### src/hdl/blcp_pkg.sv
// ----------------------------------------------------------------------------
// blcp_pkg
// Shared types and operation codes of the level bucket capacity pruner.
// ----------------------------------------------------------------------------
`default_nettype none

package blcp_pkg;

  localparam int OP_W        = 2;
  localparam int LEVEL_W     = 6;
  localparam int HANDLE_W    = 32;
  localparam int SIZE_OUT_W  = 11;
  localparam int TOTAL_OUT_W = 17;

  localparam logic [OP_W-1:0] OP_PUT  = 2'd0;
  localparam logic [OP_W-1:0] OP_PRUNE = 2'd1;
  localparam logic [OP_W-1:0] OP_SIZE = 2'd2;
  localparam logic [OP_W-1:0] OP_PEEK = 2'd3;

  typedef struct packed {
    logic [OP_W-1:0]     op;
    logic [LEVEL_W-1:0]  level;
    logic [HANDLE_W-1:0] entry_handle;
  } in_item_t;

  typedef struct packed {
    logic [SIZE_OUT_W-1:0]  level_size;
    logic [TOTAL_OUT_W-1:0] total_entries;
    logic [HANDLE_W-1:0]    first_handle;
    logic                   first_valid;
    logic                   put_dropped;
  } out_item_t;

endpackage

`default_nettype wire

### src/hdl/blcp_ram.sv
// ----------------------------------------------------------------------------
// blcp_ram
// Simple dual-port RAM: one write port, one read port, registered read data.
// ----------------------------------------------------------------------------
`default_nettype none

module blcp_ram #(
  parameter int DW    = 11,
  parameter int DEPTH = 64
) (
  input  wire logic                     clk,
  input  wire logic                     wr_en,
  input  wire logic [$clog2(DEPTH)-1:0] wr_addr,
  input  wire logic [DW-1:0]            wr_data,
  input  wire logic [$clog2(DEPTH)-1:0] rd_addr,
  output logic      [DW-1:0]            rd_data
);

  logic [DW-1:0] mem [DEPTH];
  logic [DW-1:0] rd_data_r;

  always_ff @(posedge clk) begin
    if (wr_en) begin
      mem[wr_addr] <= wr_data;
    end
    rd_data_r <= mem[rd_addr];
  end

  assign rd_data = rd_data_r;

endmodule

`default_nettype wire

### src/hdl/blcp_ctrl.sv
// ----------------------------------------------------------------------------
// blcp_ctrl
// Sequencer of the pruner: read-modify-write of the count memories for puts,
// reads of them for queries, the level walk for the end-of-cycle prune, and
// the clearing pass after reset.
// ----------------------------------------------------------------------------
`default_nettype none

module blcp_ctrl #(
  parameter int LEVELS   = 64,
  parameter int CAPACITY = 1024
) (
  input  wire logic                          clk,
  input  wire logic                          rst_n,
  input  wire logic                          start,
  output logic                               busy,
  input  wire blcp_pkg::in_item_t            in_data,
  output logic                               out_valid,
  output blcp_pkg::out_item_t                out_data,
  output logic                               live_we,
  output logic                               vis_we,
  output logic [$clog2(LEVELS)-1:0]          wr_addr,
  output logic [$clog2(CAPACITY+1)-1:0]      live_wdata,
  output logic [$clog2(CAPACITY+1)-1:0]      vis_wdata,
  output logic [$clog2(LEVELS)-1:0]          rd_addr,
  input  wire logic [$clog2(CAPACITY+1)-1:0] live_rdata,
  input  wire logic [$clog2(CAPACITY+1)-1:0] vis_rdata
);

  import blcp_pkg::*;

  localparam int AW = $clog2(LEVELS);
  localparam int CW = $clog2(CAPACITY + 1);
  localparam int TW = $clog2(LEVELS * CAPACITY + 1);

  localparam logic [AW-1:0] LAST_IDX = AW'(LEVELS - 1);
  localparam logic [CW-1:0] CAP_C    = CW'(CAPACITY);
  localparam logic [TW-1:0] CAP_T    = TW'(CAPACITY);

  localparam logic [1:0] ST_CLR  = 2'd0;
  localparam logic [1:0] ST_IDLE = 2'd1;
  localparam logic [1:0] ST_EXEC = 2'd2;
  localparam logic [1:0] ST_WALK = 2'd3;

  logic [1:0]          state_r, state_nxt;
  logic [AW-1:0]       idx_r, idx_nxt;
  logic [TW-1:0]       sum_r, sum_nxt;
  logic [TW-1:0]       total_r, total_nxt;
  logic [HANDLE_W-1:0] first_r, first_nxt;
  logic                prune_en_r, prune_en_nxt;
  logic                cut_r, cut_nxt;
  logic [OP_W-1:0]     op_r, op_nxt;
  logic [AW-1:0]       addr_r, addr_nxt;
  logic                lvl_ok_r, lvl_ok_nxt;
  logic                lvl0_r, lvl0_nxt;
  logic [HANDLE_W-1:0] handle_r, handle_nxt;
  logic                out_valid_r, out_valid_nxt;
  out_item_t           out_r, out_nxt;

  logic          is_last;
  logic [TW-1:0] sum_plus;
  logic          over;
  logic [CW-1:0] cut_cnt;

  assign is_last  = (idx_r == LAST_IDX);
  assign sum_plus = sum_r + TW'(live_rdata);
  assign over     = prune_en_r && (sum_plus > CAP_T);
  assign cut_cnt  = CW'(CAP_T - sum_r);

  always_comb begin
    state_nxt     = state_r;
    idx_nxt       = idx_r;
    sum_nxt       = sum_r;
    total_nxt     = total_r;
    first_nxt     = first_r;
    prune_en_nxt  = prune_en_r;
    cut_nxt       = cut_r;
    op_nxt        = op_r;
    addr_nxt      = addr_r;
    lvl_ok_nxt    = lvl_ok_r;
    lvl0_nxt      = lvl0_r;
    handle_nxt    = handle_r;
    out_valid_nxt = 1'b0;
    out_nxt       = '0;
    live_we       = 1'b0;
    vis_we        = 1'b0;
    wr_addr       = idx_r;
    live_wdata    = '0;
    vis_wdata     = '0;
    rd_addr       = idx_r;

    unique case (state_r)
      ST_CLR: begin
        live_we = 1'b1;
        vis_we  = 1'b1;
        if (is_last) begin
          idx_nxt   = '0;
          state_nxt = ST_IDLE;
        end else begin
          idx_nxt = idx_r + AW'(1);
        end
      end

      ST_IDLE: begin
        // Peek needs the live count of level 0; a prune starts its walk there.
        if (in_data.op == OP_PUT || in_data.op == OP_SIZE) begin
          rd_addr = AW'(in_data.level);
        end else begin
          rd_addr = '0;
        end
        if (start) begin
          op_nxt     = in_data.op;
          addr_nxt   = AW'(in_data.level);
          lvl_ok_nxt = (32'(in_data.level) < LEVELS);
          lvl0_nxt   = (in_data.level == '0);
          handle_nxt = in_data.entry_handle;
          if (in_data.op == OP_PRUNE) begin
            idx_nxt      = '0;
            sum_nxt      = '0;
            cut_nxt      = 1'b0;
            prune_en_nxt = (total_r >= CAP_T);
            state_nxt    = ST_WALK;
          end else begin
            state_nxt = ST_EXEC;
          end
        end
      end

      ST_EXEC: begin
        wr_addr       = addr_r;
        out_valid_nxt = 1'b1;
        state_nxt     = ST_IDLE;
        case (op_r)
          OP_PUT: begin
            if (!lvl_ok_r || live_rdata >= CAP_C) begin
              out_nxt.put_dropped = 1'b1;
            end else begin
              live_we    = 1'b1;
              live_wdata = live_rdata + CW'(1);
              total_nxt  = total_r + TW'(1);
              if (lvl0_r && live_rdata == '0) begin
                first_nxt = handle_r;
              end
            end
          end
          OP_SIZE: begin
            if (lvl_ok_r) begin
              out_nxt.level_size = SIZE_OUT_W'(vis_rdata);
            end
          end
          default: begin
            if (live_rdata != '0) begin
              out_nxt.first_valid  = 1'b1;
              out_nxt.first_handle = first_r;
            end
          end
        endcase
      end

      default: begin
        // One level per cycle; the next level is read ahead while this one
        // is written back, and the read is dropped when the walk stops.
        rd_addr = idx_r + AW'(1);
        if (live_rdata == '0) begin
          out_valid_nxt = 1'b1;
          state_nxt     = ST_IDLE;
        end else begin
          if (cut_r) begin
            live_we   = 1'b1;
            vis_we    = 1'b1;
            total_nxt = total_r - TW'(live_rdata);
          end else if (over) begin
            // Cut this level back to what is left of the capacity. A level
            // cut to nothing keeps its old snapshot.
            live_we    = 1'b1;
            live_wdata = cut_cnt;
            vis_we     = (cut_cnt != '0);
            vis_wdata  = cut_cnt;
            total_nxt  = total_r - TW'(live_rdata - cut_cnt);
            cut_nxt    = 1'b1;
          end else begin
            vis_we    = 1'b1;
            vis_wdata = live_rdata;
            sum_nxt   = sum_plus;
          end
          if (is_last) begin
            out_valid_nxt = 1'b1;
            state_nxt     = ST_IDLE;
          end else begin
            idx_nxt = idx_r + AW'(1);
          end
        end
      end
    endcase

    if (out_valid_nxt) begin
      out_nxt.total_entries = TOTAL_OUT_W'(total_nxt);
    end
  end

  always_ff @(posedge clk) begin
    if (!rst_n) begin
      state_r     <= ST_CLR;
      idx_r       <= '0;
      total_r     <= '0;
      first_r     <= '0;
      out_valid_r <= 1'b0;
    end else begin
      state_r     <= state_nxt;
      idx_r       <= idx_nxt;
      total_r     <= total_nxt;
      first_r     <= first_nxt;
      out_valid_r <= out_valid_nxt;
    end
  end

  always_ff @(posedge clk) begin
    sum_r      <= sum_nxt;
    prune_en_r <= prune_en_nxt;
    cut_r      <= cut_nxt;
    op_r       <= op_nxt;
    addr_r     <= addr_nxt;
    lvl_ok_r   <= lvl_ok_nxt;
    lvl0_r     <= lvl0_nxt;
    handle_r   <= handle_nxt;
    if (out_valid_nxt) begin
      out_r <= out_nxt;
    end
  end

  assign busy      = (state_r != ST_IDLE);
  assign out_valid = out_valid_r;
  assign out_data  = out_r;

  a_result_in_idle: assert property (@(posedge clk) disable iff (!rst_n)
    out_valid_r |-> state_r == ST_IDLE)
    else $error("result strobe outside idle state");

  a_accept_busy: assert property (@(posedge clk) disable iff (!rst_n)
    (start && !busy) |=> busy && !out_valid_r)
    else $error("accepted transaction did not make the block busy");

  a_drop_keeps_total: assert property (@(posedge clk) disable iff (!rst_n)
    (out_valid_r && out_r.put_dropped) |-> $stable(total_r))
    else $error("dropped put changed the total");

  a_total_matches: assert property (@(posedge clk) disable iff (!rst_n)
    out_valid_r |-> out_r.total_entries == TOTAL_OUT_W'(total_r))
    else $error("reported total differs from the running total");

endmodule

`default_nettype wire

### src/hdl/level_bucket_capacity_pruner_core.sv
// ----------------------------------------------------------------------------
// level_bucket_capacity_pruner_core
// Per-level entry counts with a capacity prune and a visible snapshot.
//
//   channel   ports                       handshake
//   input     start, busy, in_data        taken when start is high, busy low
//   result    out_valid, out_data         one-cycle strobe, cannot stall
//
// Put, size and peek read the count memories in the idle state, then write
// back and register the result in the execute state before the next
// transaction is taken. A prune walks the levels from level 0 and reads 1 to
// LEVELS of them; the walk handles one level per cycle on the single read
// and write port of each count memory. After reset a clearing pass zeroes
// both memories with busy high. The result strobe rises in the cycle after
// the last working cycle, while busy is low.
// ----------------------------------------------------------------------------
`default_nettype none

module level_bucket_capacity_pruner_core #(
  parameter int LEVELS   = 64,
  parameter int CAPACITY = 1024
) (
  input  wire logic               clk,
  input  wire logic               rst_n,
  input  wire logic               start,
  output logic                    busy,
  input  wire blcp_pkg::in_item_t in_data,
  output logic                    out_valid,
  output blcp_pkg::out_item_t     out_data
);

  import blcp_pkg::*;

  localparam int AW = $clog2(LEVELS);
  localparam int CW = $clog2(CAPACITY + 1);

  logic          live_we;
  logic          vis_we;
  logic [AW-1:0] wr_addr;
  logic [AW-1:0] rd_addr;
  logic [CW-1:0] live_wdata;
  logic [CW-1:0] vis_wdata;
  logic [CW-1:0] live_rdata;
  logic [CW-1:0] vis_rdata;

  blcp_ram #(
    .DW    (CW),
    .DEPTH (LEVELS)
  ) u_live_ram (
    .clk     (clk),
    .wr_en   (live_we),
    .wr_addr (wr_addr),
    .wr_data (live_wdata),
    .rd_addr (rd_addr),
    .rd_data (live_rdata)
  );

  blcp_ram #(
    .DW    (CW),
    .DEPTH (LEVELS)
  ) u_vis_ram (
    .clk     (clk),
    .wr_en   (vis_we),
    .wr_addr (wr_addr),
    .wr_data (vis_wdata),
    .rd_addr (rd_addr),
    .rd_data (vis_rdata)
  );

  blcp_ctrl #(
    .LEVELS   (LEVELS),
    .CAPACITY (CAPACITY)
  ) u_ctrl (
    .clk        (clk),
    .rst_n      (rst_n),
    .start      (start),
    .busy       (busy),
    .in_data    (in_data),
    .out_valid  (out_valid),
    .out_data   (out_data),
    .live_we    (live_we),
    .vis_we     (vis_we),
    .wr_addr    (wr_addr),
    .live_wdata (live_wdata),
    .vis_wdata  (vis_wdata),
    .rd_addr    (rd_addr),
    .live_rdata (live_rdata),
    .vis_rdata  (vis_rdata)
  );

endmodule

`default_nettype wire
### config.mk
export PLATFORM = sky130hd
export DESIGN_NAME = level_bucket_capacity_pruner_core
export DESIGN_NICKNAME = d
export VERILOG_FILES = /design/src/hdl/blcp_pkg.sv /design/src/hdl/blcp_ram.sv /design/src/hdl/blcp_ctrl.sv /design/src/hdl/level_bucket_capacity_pruner_core.sv
export SDC_FILE = /design/constraint.sdc
export NUM_CORES = 2
export LEC_CHECK = 0
export ABC_AREA = 1
export ABC_CLOCK_PERIOD_IN_PS = 7300
export BUFFER_PORTS_ARGS = -buffer_cell sky130_fd_sc_hd__buf_2
export CAP_MARGIN = 0
export CORE_MARGIN = 2
export CORE_UTILIZATION = 30
export CTS_CLUSTER_DIAMETER = 120
export DETAILED_ROUTE_END_ITERATION = 10
export SLEW_MARGIN = 15
export SYNTH_ARGS = -nofsm -noshare
export SYNTH_HDL_FRONTEND = slang
export SYNTH_SLANG_ARGS = --single-unit
### constraint.sdc
create_clock -name clk -period 7.3 [get_ports clk]
set_input_delay 0.365 -clock clk [delete_from_list [all_inputs] [get_ports clk]]
set_output_delay 0.365 -clock clk [all_outputs]
set_load 0.05 [all_outputs]
### Yosys cells after proc, flatten, opt, wreduce, memory -nomap -nowiden

Memories as Yosys holds them, arrays and structs flattened. A register that Yosys moved wholly into a read port is not among the register bits.
Index checks and enable logic that the tools add are counted.

* order comparisons: 3
* reductions and logical operators: 24
* muxes and demuxes: 59
* equality and inequality tests: 14
* add/sub/neg operators: 8
* bitwise gates (word level): 4

Operators by type and width (number)
* $mux W17: 10
* $mux W11: 9
* $pmux W17 S2: 2
* $mux W6: 7
* $pmux W11 S2: 1
* $reduce_bool A11 Y1: 2
* $mux W1: 20
* $pmux W6 S3: 1
* $add A17 B1 Y17 const B: 1
* $add A17 B11 Y17: 1
* $ge A17 B11 Y1 const B: 1
* $gt A17 B11 Y1 const B: 1
* $sub A17 B11 Y17: 1
* $sub A17 B17 Y17: 1
* $pmux W6 S2: 1
* $sub A11 B11 Y12: 1
* $add A11 B1 Y11 const B: 1
* $ge A11 B11 Y1 const B: 1
* $logic_not A11 Y1: 1
* $sub A11 B11 Y11 const A: 1
* $ne A2 B2 Y1 const B: 4
* $reduce_and A4 Y1: 2
* $add A6 B1 Y6 const B: 1
* $eq A2 B2 Y1 const B: 3
* 20 further kinds: 38

* RAM bits: 1408
* bits in registers: 180
* output and inout port bits: 64
* bits of input ports: 43
* memories: 2
* word-level logic and storage cells: 131

Memories
* u_live_ram.mem: depth 64, width 11, read ports 1, clocked after Yosys merged registers in 1, wr ports 1, RTL line blcp_ram.sv:19 `logic [DW-1:0] mem [DEPTH];`
* u_vis_ram.mem: depth 64, width 11, read ports 1, clocked after Yosys merged registers in 1, wr ports 1, RTL line blcp_ram.sv:19

### Logic depth before layout (Yosys ltp)

* depth after elaboration: 9
* mapped depth: 30
* mapped depth without buffers: 30

### Cells and area by module

From an unflattened synthesis, not the netlist that was laid out.

* cell total of the unflattened synthesis: 6276
* area total of the unflattened synthesis: 68562.0 µm²

Modules (own cells, without submodules)
* blcp_ram at u_live_ram: instances 1, cells an instance 2463, sequential area each 21360.5 µm², area an instance 28882.7 µm²
* blcp_ram at u_vis_ram: instances 1, cells an instance 2446, sequential area each 21360.5 µm², area an instance 28825.1 µm²
* blcp_ctrl: instances 1, cells an instance 1367, sequential area each 4824.6 µm², area an instance 10854.2 µm²

### Worst setup path before layout

Ideal clock, no wire load.

* path type: reg-to-reg
* start: register u_ctrl.sum_r[0]
* end: memory u_vis_ram.mem[0][10], data pin
* arrival: 5.630 ns
* clock period less this slack: 6.494 ns
* setup time: 0.864 ns
* stages on the path, launching flop included: 18
* required time: 6.436 ns
* path buffers: 0
* slack: 0.806 ns
* cells stage by stage: edfxtp_1 -> ha_1 -> fa_1 -> nand3_1 -> nand2_1 -> nand2_1 -> nand2_2 -> nand2_1 -> nand3b_1 -> nand2_1 -> inv_1 -> nor2_1 -> nand4_2 -> nand2_4 -> inv_2 -> nand2_1 -> o21ai_0 -> nor4_1

* longest elaborated chain between the ends: 7
* elaborated cells on any way between the ends: 8
* classes of those cells: add/sub: 2; order compare: 1; mux: 4; reduce/logical: 1

Ends and longest elaborated chain
* from (decl): RTL line blcp_ctrl.sv:47 `logic [TW-1:0] sum_r, sum_nxt;`
* from (signal assigned): RTL line blcp_ctrl.sv:218 `sum_r <= sum_nxt;`
* $add A17 B11 Y17: RTL line blcp_ctrl.sv:66 `assign sum_plus = sum_r + TW'(live_rdata);`
* $gt A17 B11 Y1: RTL line blcp_ctrl.sv:67 `assign over = prune_en_r && (sum_plus > CAP_T);`
* $logic_and A1 B1 Y1: RTL line blcp_ctrl.sv:67
* $mux W11 (*): RTL line blcp_ctrl.sv:172 `end else if (over) begin`
* $mux W11 (*): RTL line blcp_ctrl.sv:168 `if (cut_r) begin`
* $mux W11 (*): RTL line blcp_ctrl.sv:164 `if (live_rdata == '0) begin`
* $mux W11 (*): RTL line blcp_ctrl.sv:92 `unique case (state_r)`
* via u_ctrl.vis_wdata[10]: RTL line blcp_ctrl.sv:24 `output logic [$clog2(CAPACITY+1)-1:0] vis_wdata,`
* to (decl): RTL line blcp_ram.sv:19

The timed path passes the listed nets; every way through them passes the cells marked *.

### Worst setup path in the final report

* start: register u_ctrl.sum_r[0]
* end: memory u_vis_ram.mem[44][6], data pin

The elaborated chain is that of the path after synthesis.

==> results.sh <==
export IMPL_drt_pass1_iter_count=6
export IMPL_synth_seq_area_share_pct=70.8
export IMPL_port_buffer_count=106
export IMPL_layout_common_cells="1,530 x edfxtp_1, 1,005 x nor2_1, 428 x o21ai_0"
export IMPL_ys_types=51
export IMPL_hold_class="in -> reg"
export IMPL_clock_insertion_delay_worst_skew_ns=0.82
export IMPL_grt_overflow=0
export IMPL_vias_per_cell=5.20
export IMPL_cts_root_buf="clkbuf_16"
export IMPL_crit_type="reg -> reg"
export IMPL_first_iter_violations=5038
export IMPL_netlist_area_sq_um=67200
export IMPL_num_vias=44300
export IMPL_drv_cap=0
export IMPL_end_kind="register"
export IMPL_dp_hpwl_mm=113
export IMPL_n_fill_cell=21600
export IMPL_relSlewSlack_pct=17.7
export IMPL_area_growth_pct=14.4
export IMPL_antenna_left=0
export IMPL_finalNetCount=5514
export IMPL_multiInputGateArea_sq_um=17800
export IMPL_yosys_register_bits=1610
export IMPL_ys_warn_count=0
export IMPL_core_area_sq_um=223000
export IMPL_worstSetupStartpointType="register"
export IMPL_finalCritPeriodShare_pct=70.6
export IMPL_clkTransAtPathRegs_ns=0.06
export IMPL_dp_cells=8182
export IMPL_cp_max_fo=35
export IMPL_maxSlewViolCount=0
export IMPL_cts_setup_buffers=0
export IMPL_rr_worst_depth=16
export IMPL_antenna_found_initial=5
export IMPL_grt_max_degree=173
export IMPL_pin_count=107
export IMPL_drive_gt1_share_pct=9.73
export IMPL_syn_num_nets=5443
export IMPL_p_per_area_nw_per_um2=314
export IMPL_synth_edf_count=1530
export IMPL_worst_pin_slew_ns=1.22
export IMPL_hold_viol_final=0
export IMPL_vdd_drop_max_mv=0.291
export IMPL_grt_pass1_wl_mm=279
export IMPL_wl_mm=188
export IMPL_regArea_sq_um=47500
export IMPL_syn_inst=5344
export IMPL_skew_ns=0.0282
export IMPL_r2r_slack_ns=2.14
export IMPL_grt_use_total_pct=16.0
export IMPL_fmax_mhz=194
export IMPL_dominantRegCellSynth="edfxtp_1"
export IMPL_drc=0
export IMPL_setup_viol=0
export IMPL_rsz0062_at_grt="false"
export IMPL_initial_utilization_pct=30.2
export IMPL_final_cells=8527
export IMPL_cts_tree="done"
export IMPL_final_common_cell="edfxtp_1"
export IMPL_gp_congestion=0.893
export IMPL_die_area_sq_um=228000
export IMPL_setup_tns_ns=0
export IMPL_fin_crit_ns=5.16
export IMPL_grt_pass1_vias=42500
export IMPL_std_cell_rows=173
export IMPL_crit_arrival_ns=5.73
export IMPL_p_leak_uw=0.0230
export IMPL_drt_wirelength_per_cell_um=22.1
export IMPL_numCtsBuffers=164
export IMPL_dieWidth_um=477
export IMPL_die_y_um=477
export IMPL_synthArstFlopShare_pct=0
export IMPL_status="complete, no violations"
export IMPL_clock_tree_buffer_depth=3
export IMPL_htreeDepth=4
export IMPL_holdPathStages=4
export IMPL_cts_sinks=1610
export IMPL_synth_avg_cell_area_sq_um=12.6
export IMPL_cts_repair_resized=0
export IMPL_worstPathRequired_ns=7.88
-- sequential cells by signal, summed over array words and instances (netlist names), 11 cells and up --
| name | count |
|---|---|
| u_live_ram.rd_data | 11 |
| u_live_ram.mem | 704 |
| u_ctrl.first_r | 32 |
| u_ctrl.total_r | 17 |
| u_vis_ram.rd_data | 11 |
| u_ctrl.out_data | 62 |
| u_ctrl.handle_r | 32 |
| u_ctrl.sum_r | 17 |
| u_vis_ram.mem | 704 |
-- path summary, 6_finish.rpt --
check | startpoint | endpoint
worst max-delay path | u_ctrl.sum_r[0]$_SDFFCE_PP0P_ | u_vis_ram.mem[44][6]$_DFFE_PP_
worst min-delay path | rst_n | u_ctrl.total_r[11]$_SDFF_PN0_
worst max register to register | u_ctrl.sum_r[0]$_SDFFCE_PP0P_ | u_vis_ram.mem[44][6]$_DFFE_PP_
worst min register to register | u_ctrl.first_r[24]$_SDFFE_PN0P_ | u_ctrl.first_r[24]$_SDFFE_PN0P_
-- routing by layer --
layer / wire length, um / up-vias / part of all wire, % / global-route usage [%]
met1: 79900 / 22100 / 42 / 21.9
met5: 0 / - / 0 / 0
met3: 14300 / 293 / 7.6 / 2.84
met4: 6770 / 0 / 3.6 / 6.14
li1: - / 20100 / - / -
met2: 87000 / 1906 / 46 / 25.1
-- worst max-delay path: stages, from the launching register on --
cell and delay (ns):
edfxtp_1 0.42, ha_1 0.30, fa_1 0.46, nand3_1 0.13
nand2_1 0.09, nand2_1 0.08, nand2_2 0.07, xor2_1 0.17
nor2_1 0.07, nand2_1 0.07, nand2_1 0.08, nand4_2 0.11
nand3_1 0.15, inv_1 0.41, nand2_2 0.67, o22ai_4 1.10
buf_4 0.47
-- power by group --
part           internal [uW]  total (uW)  switching (uW)
Combinational           1590        5600            4010
Sequential             10300       10500             132
Clock                   4540        8050            3510
Total                  16400       24100            7650
-- synthesized netlist by cell type (all sizes together), types with 5 or more instances --
cell | count | area, sq um
o221ai | 61 | 534
inv | 223 | 837
nor2 | 1020 | 3840
nand3 | 250 | 1250
o311ai | 144 | 1260
edfxtp | 1530 | 45900
nand4 | 25 | 163
nand2 | 351 | 1350
o21ai | 438 | 2200
clkinv | 5 | 18.8
a21oi | 186 | 931
o22ai | 14 | 87.6
nor3 | 20 | 100
a31oi | 6 | 37.5
ha | 52 | 651
o32ai | 151 | 1320
clkbuf | 210 | 788
or2 | 8 | 50.1
nor4 | 8 | 50.1
buf | 138 | 749
o21bai | 147 | 1100
o211ai | 147 | 1100
xnor2 | 11 | 96.3
dfxtp | 80 | 1600
nand3b | 5 | 37.5
xor2 | 27 | 236
mux2i | 61 | 611
-- cell families (layout without fill, tap and decap cells) --
kind of cell / after synthesis / after routing / synth area share, %
AOI/OAI and AO/OA: 1311 / 1311 / 13.0
muxes: 61 / 61 / 0.909
DFF: 1610 / 1610 / 70.8
other: 0 / 2 / 0
adders and majority gates: 56 / 56 / 1.09
buffers and inverters: 576 / 782 / 3.56
xor gates and xnor gates: 38 / 38 / 0.495
and+or+nand+nor: 1692 / 1692 / 10.2
-- timing repair --
action,4_1_cts,5_1_grt
setup endpoints to repair,0,0
hold buffers,41,0
endpoints found under the hold margin,44,0
-- layout make-up --
| class | instances | share of cell area [%] |
|---|---|---|
| sequential | 1610 | 61.8 |
| multi-input combinational | 3158 | 23.1 |
| clock buffer | 204 | 5.64 |
| tap | 2975 | 4.84 |
| timing repair buffer | 253 | 2.45 |
| inverter | 228 | 1.14 |
| clock inverter | 97 | 0.965 |
| antenna | 2 | 0.00651 |
-- per-stage QoR --
stage | total power (uW) | hold WS, ns | setup slack, ns | utilization, % | area (sq um)
after floorplan | 14200 | 0.429 | 0.806 | - | 67200
after global placement | 16100 | 0.439 | 2.20 | 32.0 | 71200
after detailed placement | 16100 | 0.446 | 2.16 | 32.0 | 71300
after CTS | 24100 | 0.0822 | 2.12 | 34.5 | 76800
after global routing | 25000 | 0.155 | 1.78 | 34.5 | 76900
final | 24100 | 0.138 | 2.14 | 34.6 | 76900
Note: power is estimated with default switching activity, not from simulation.
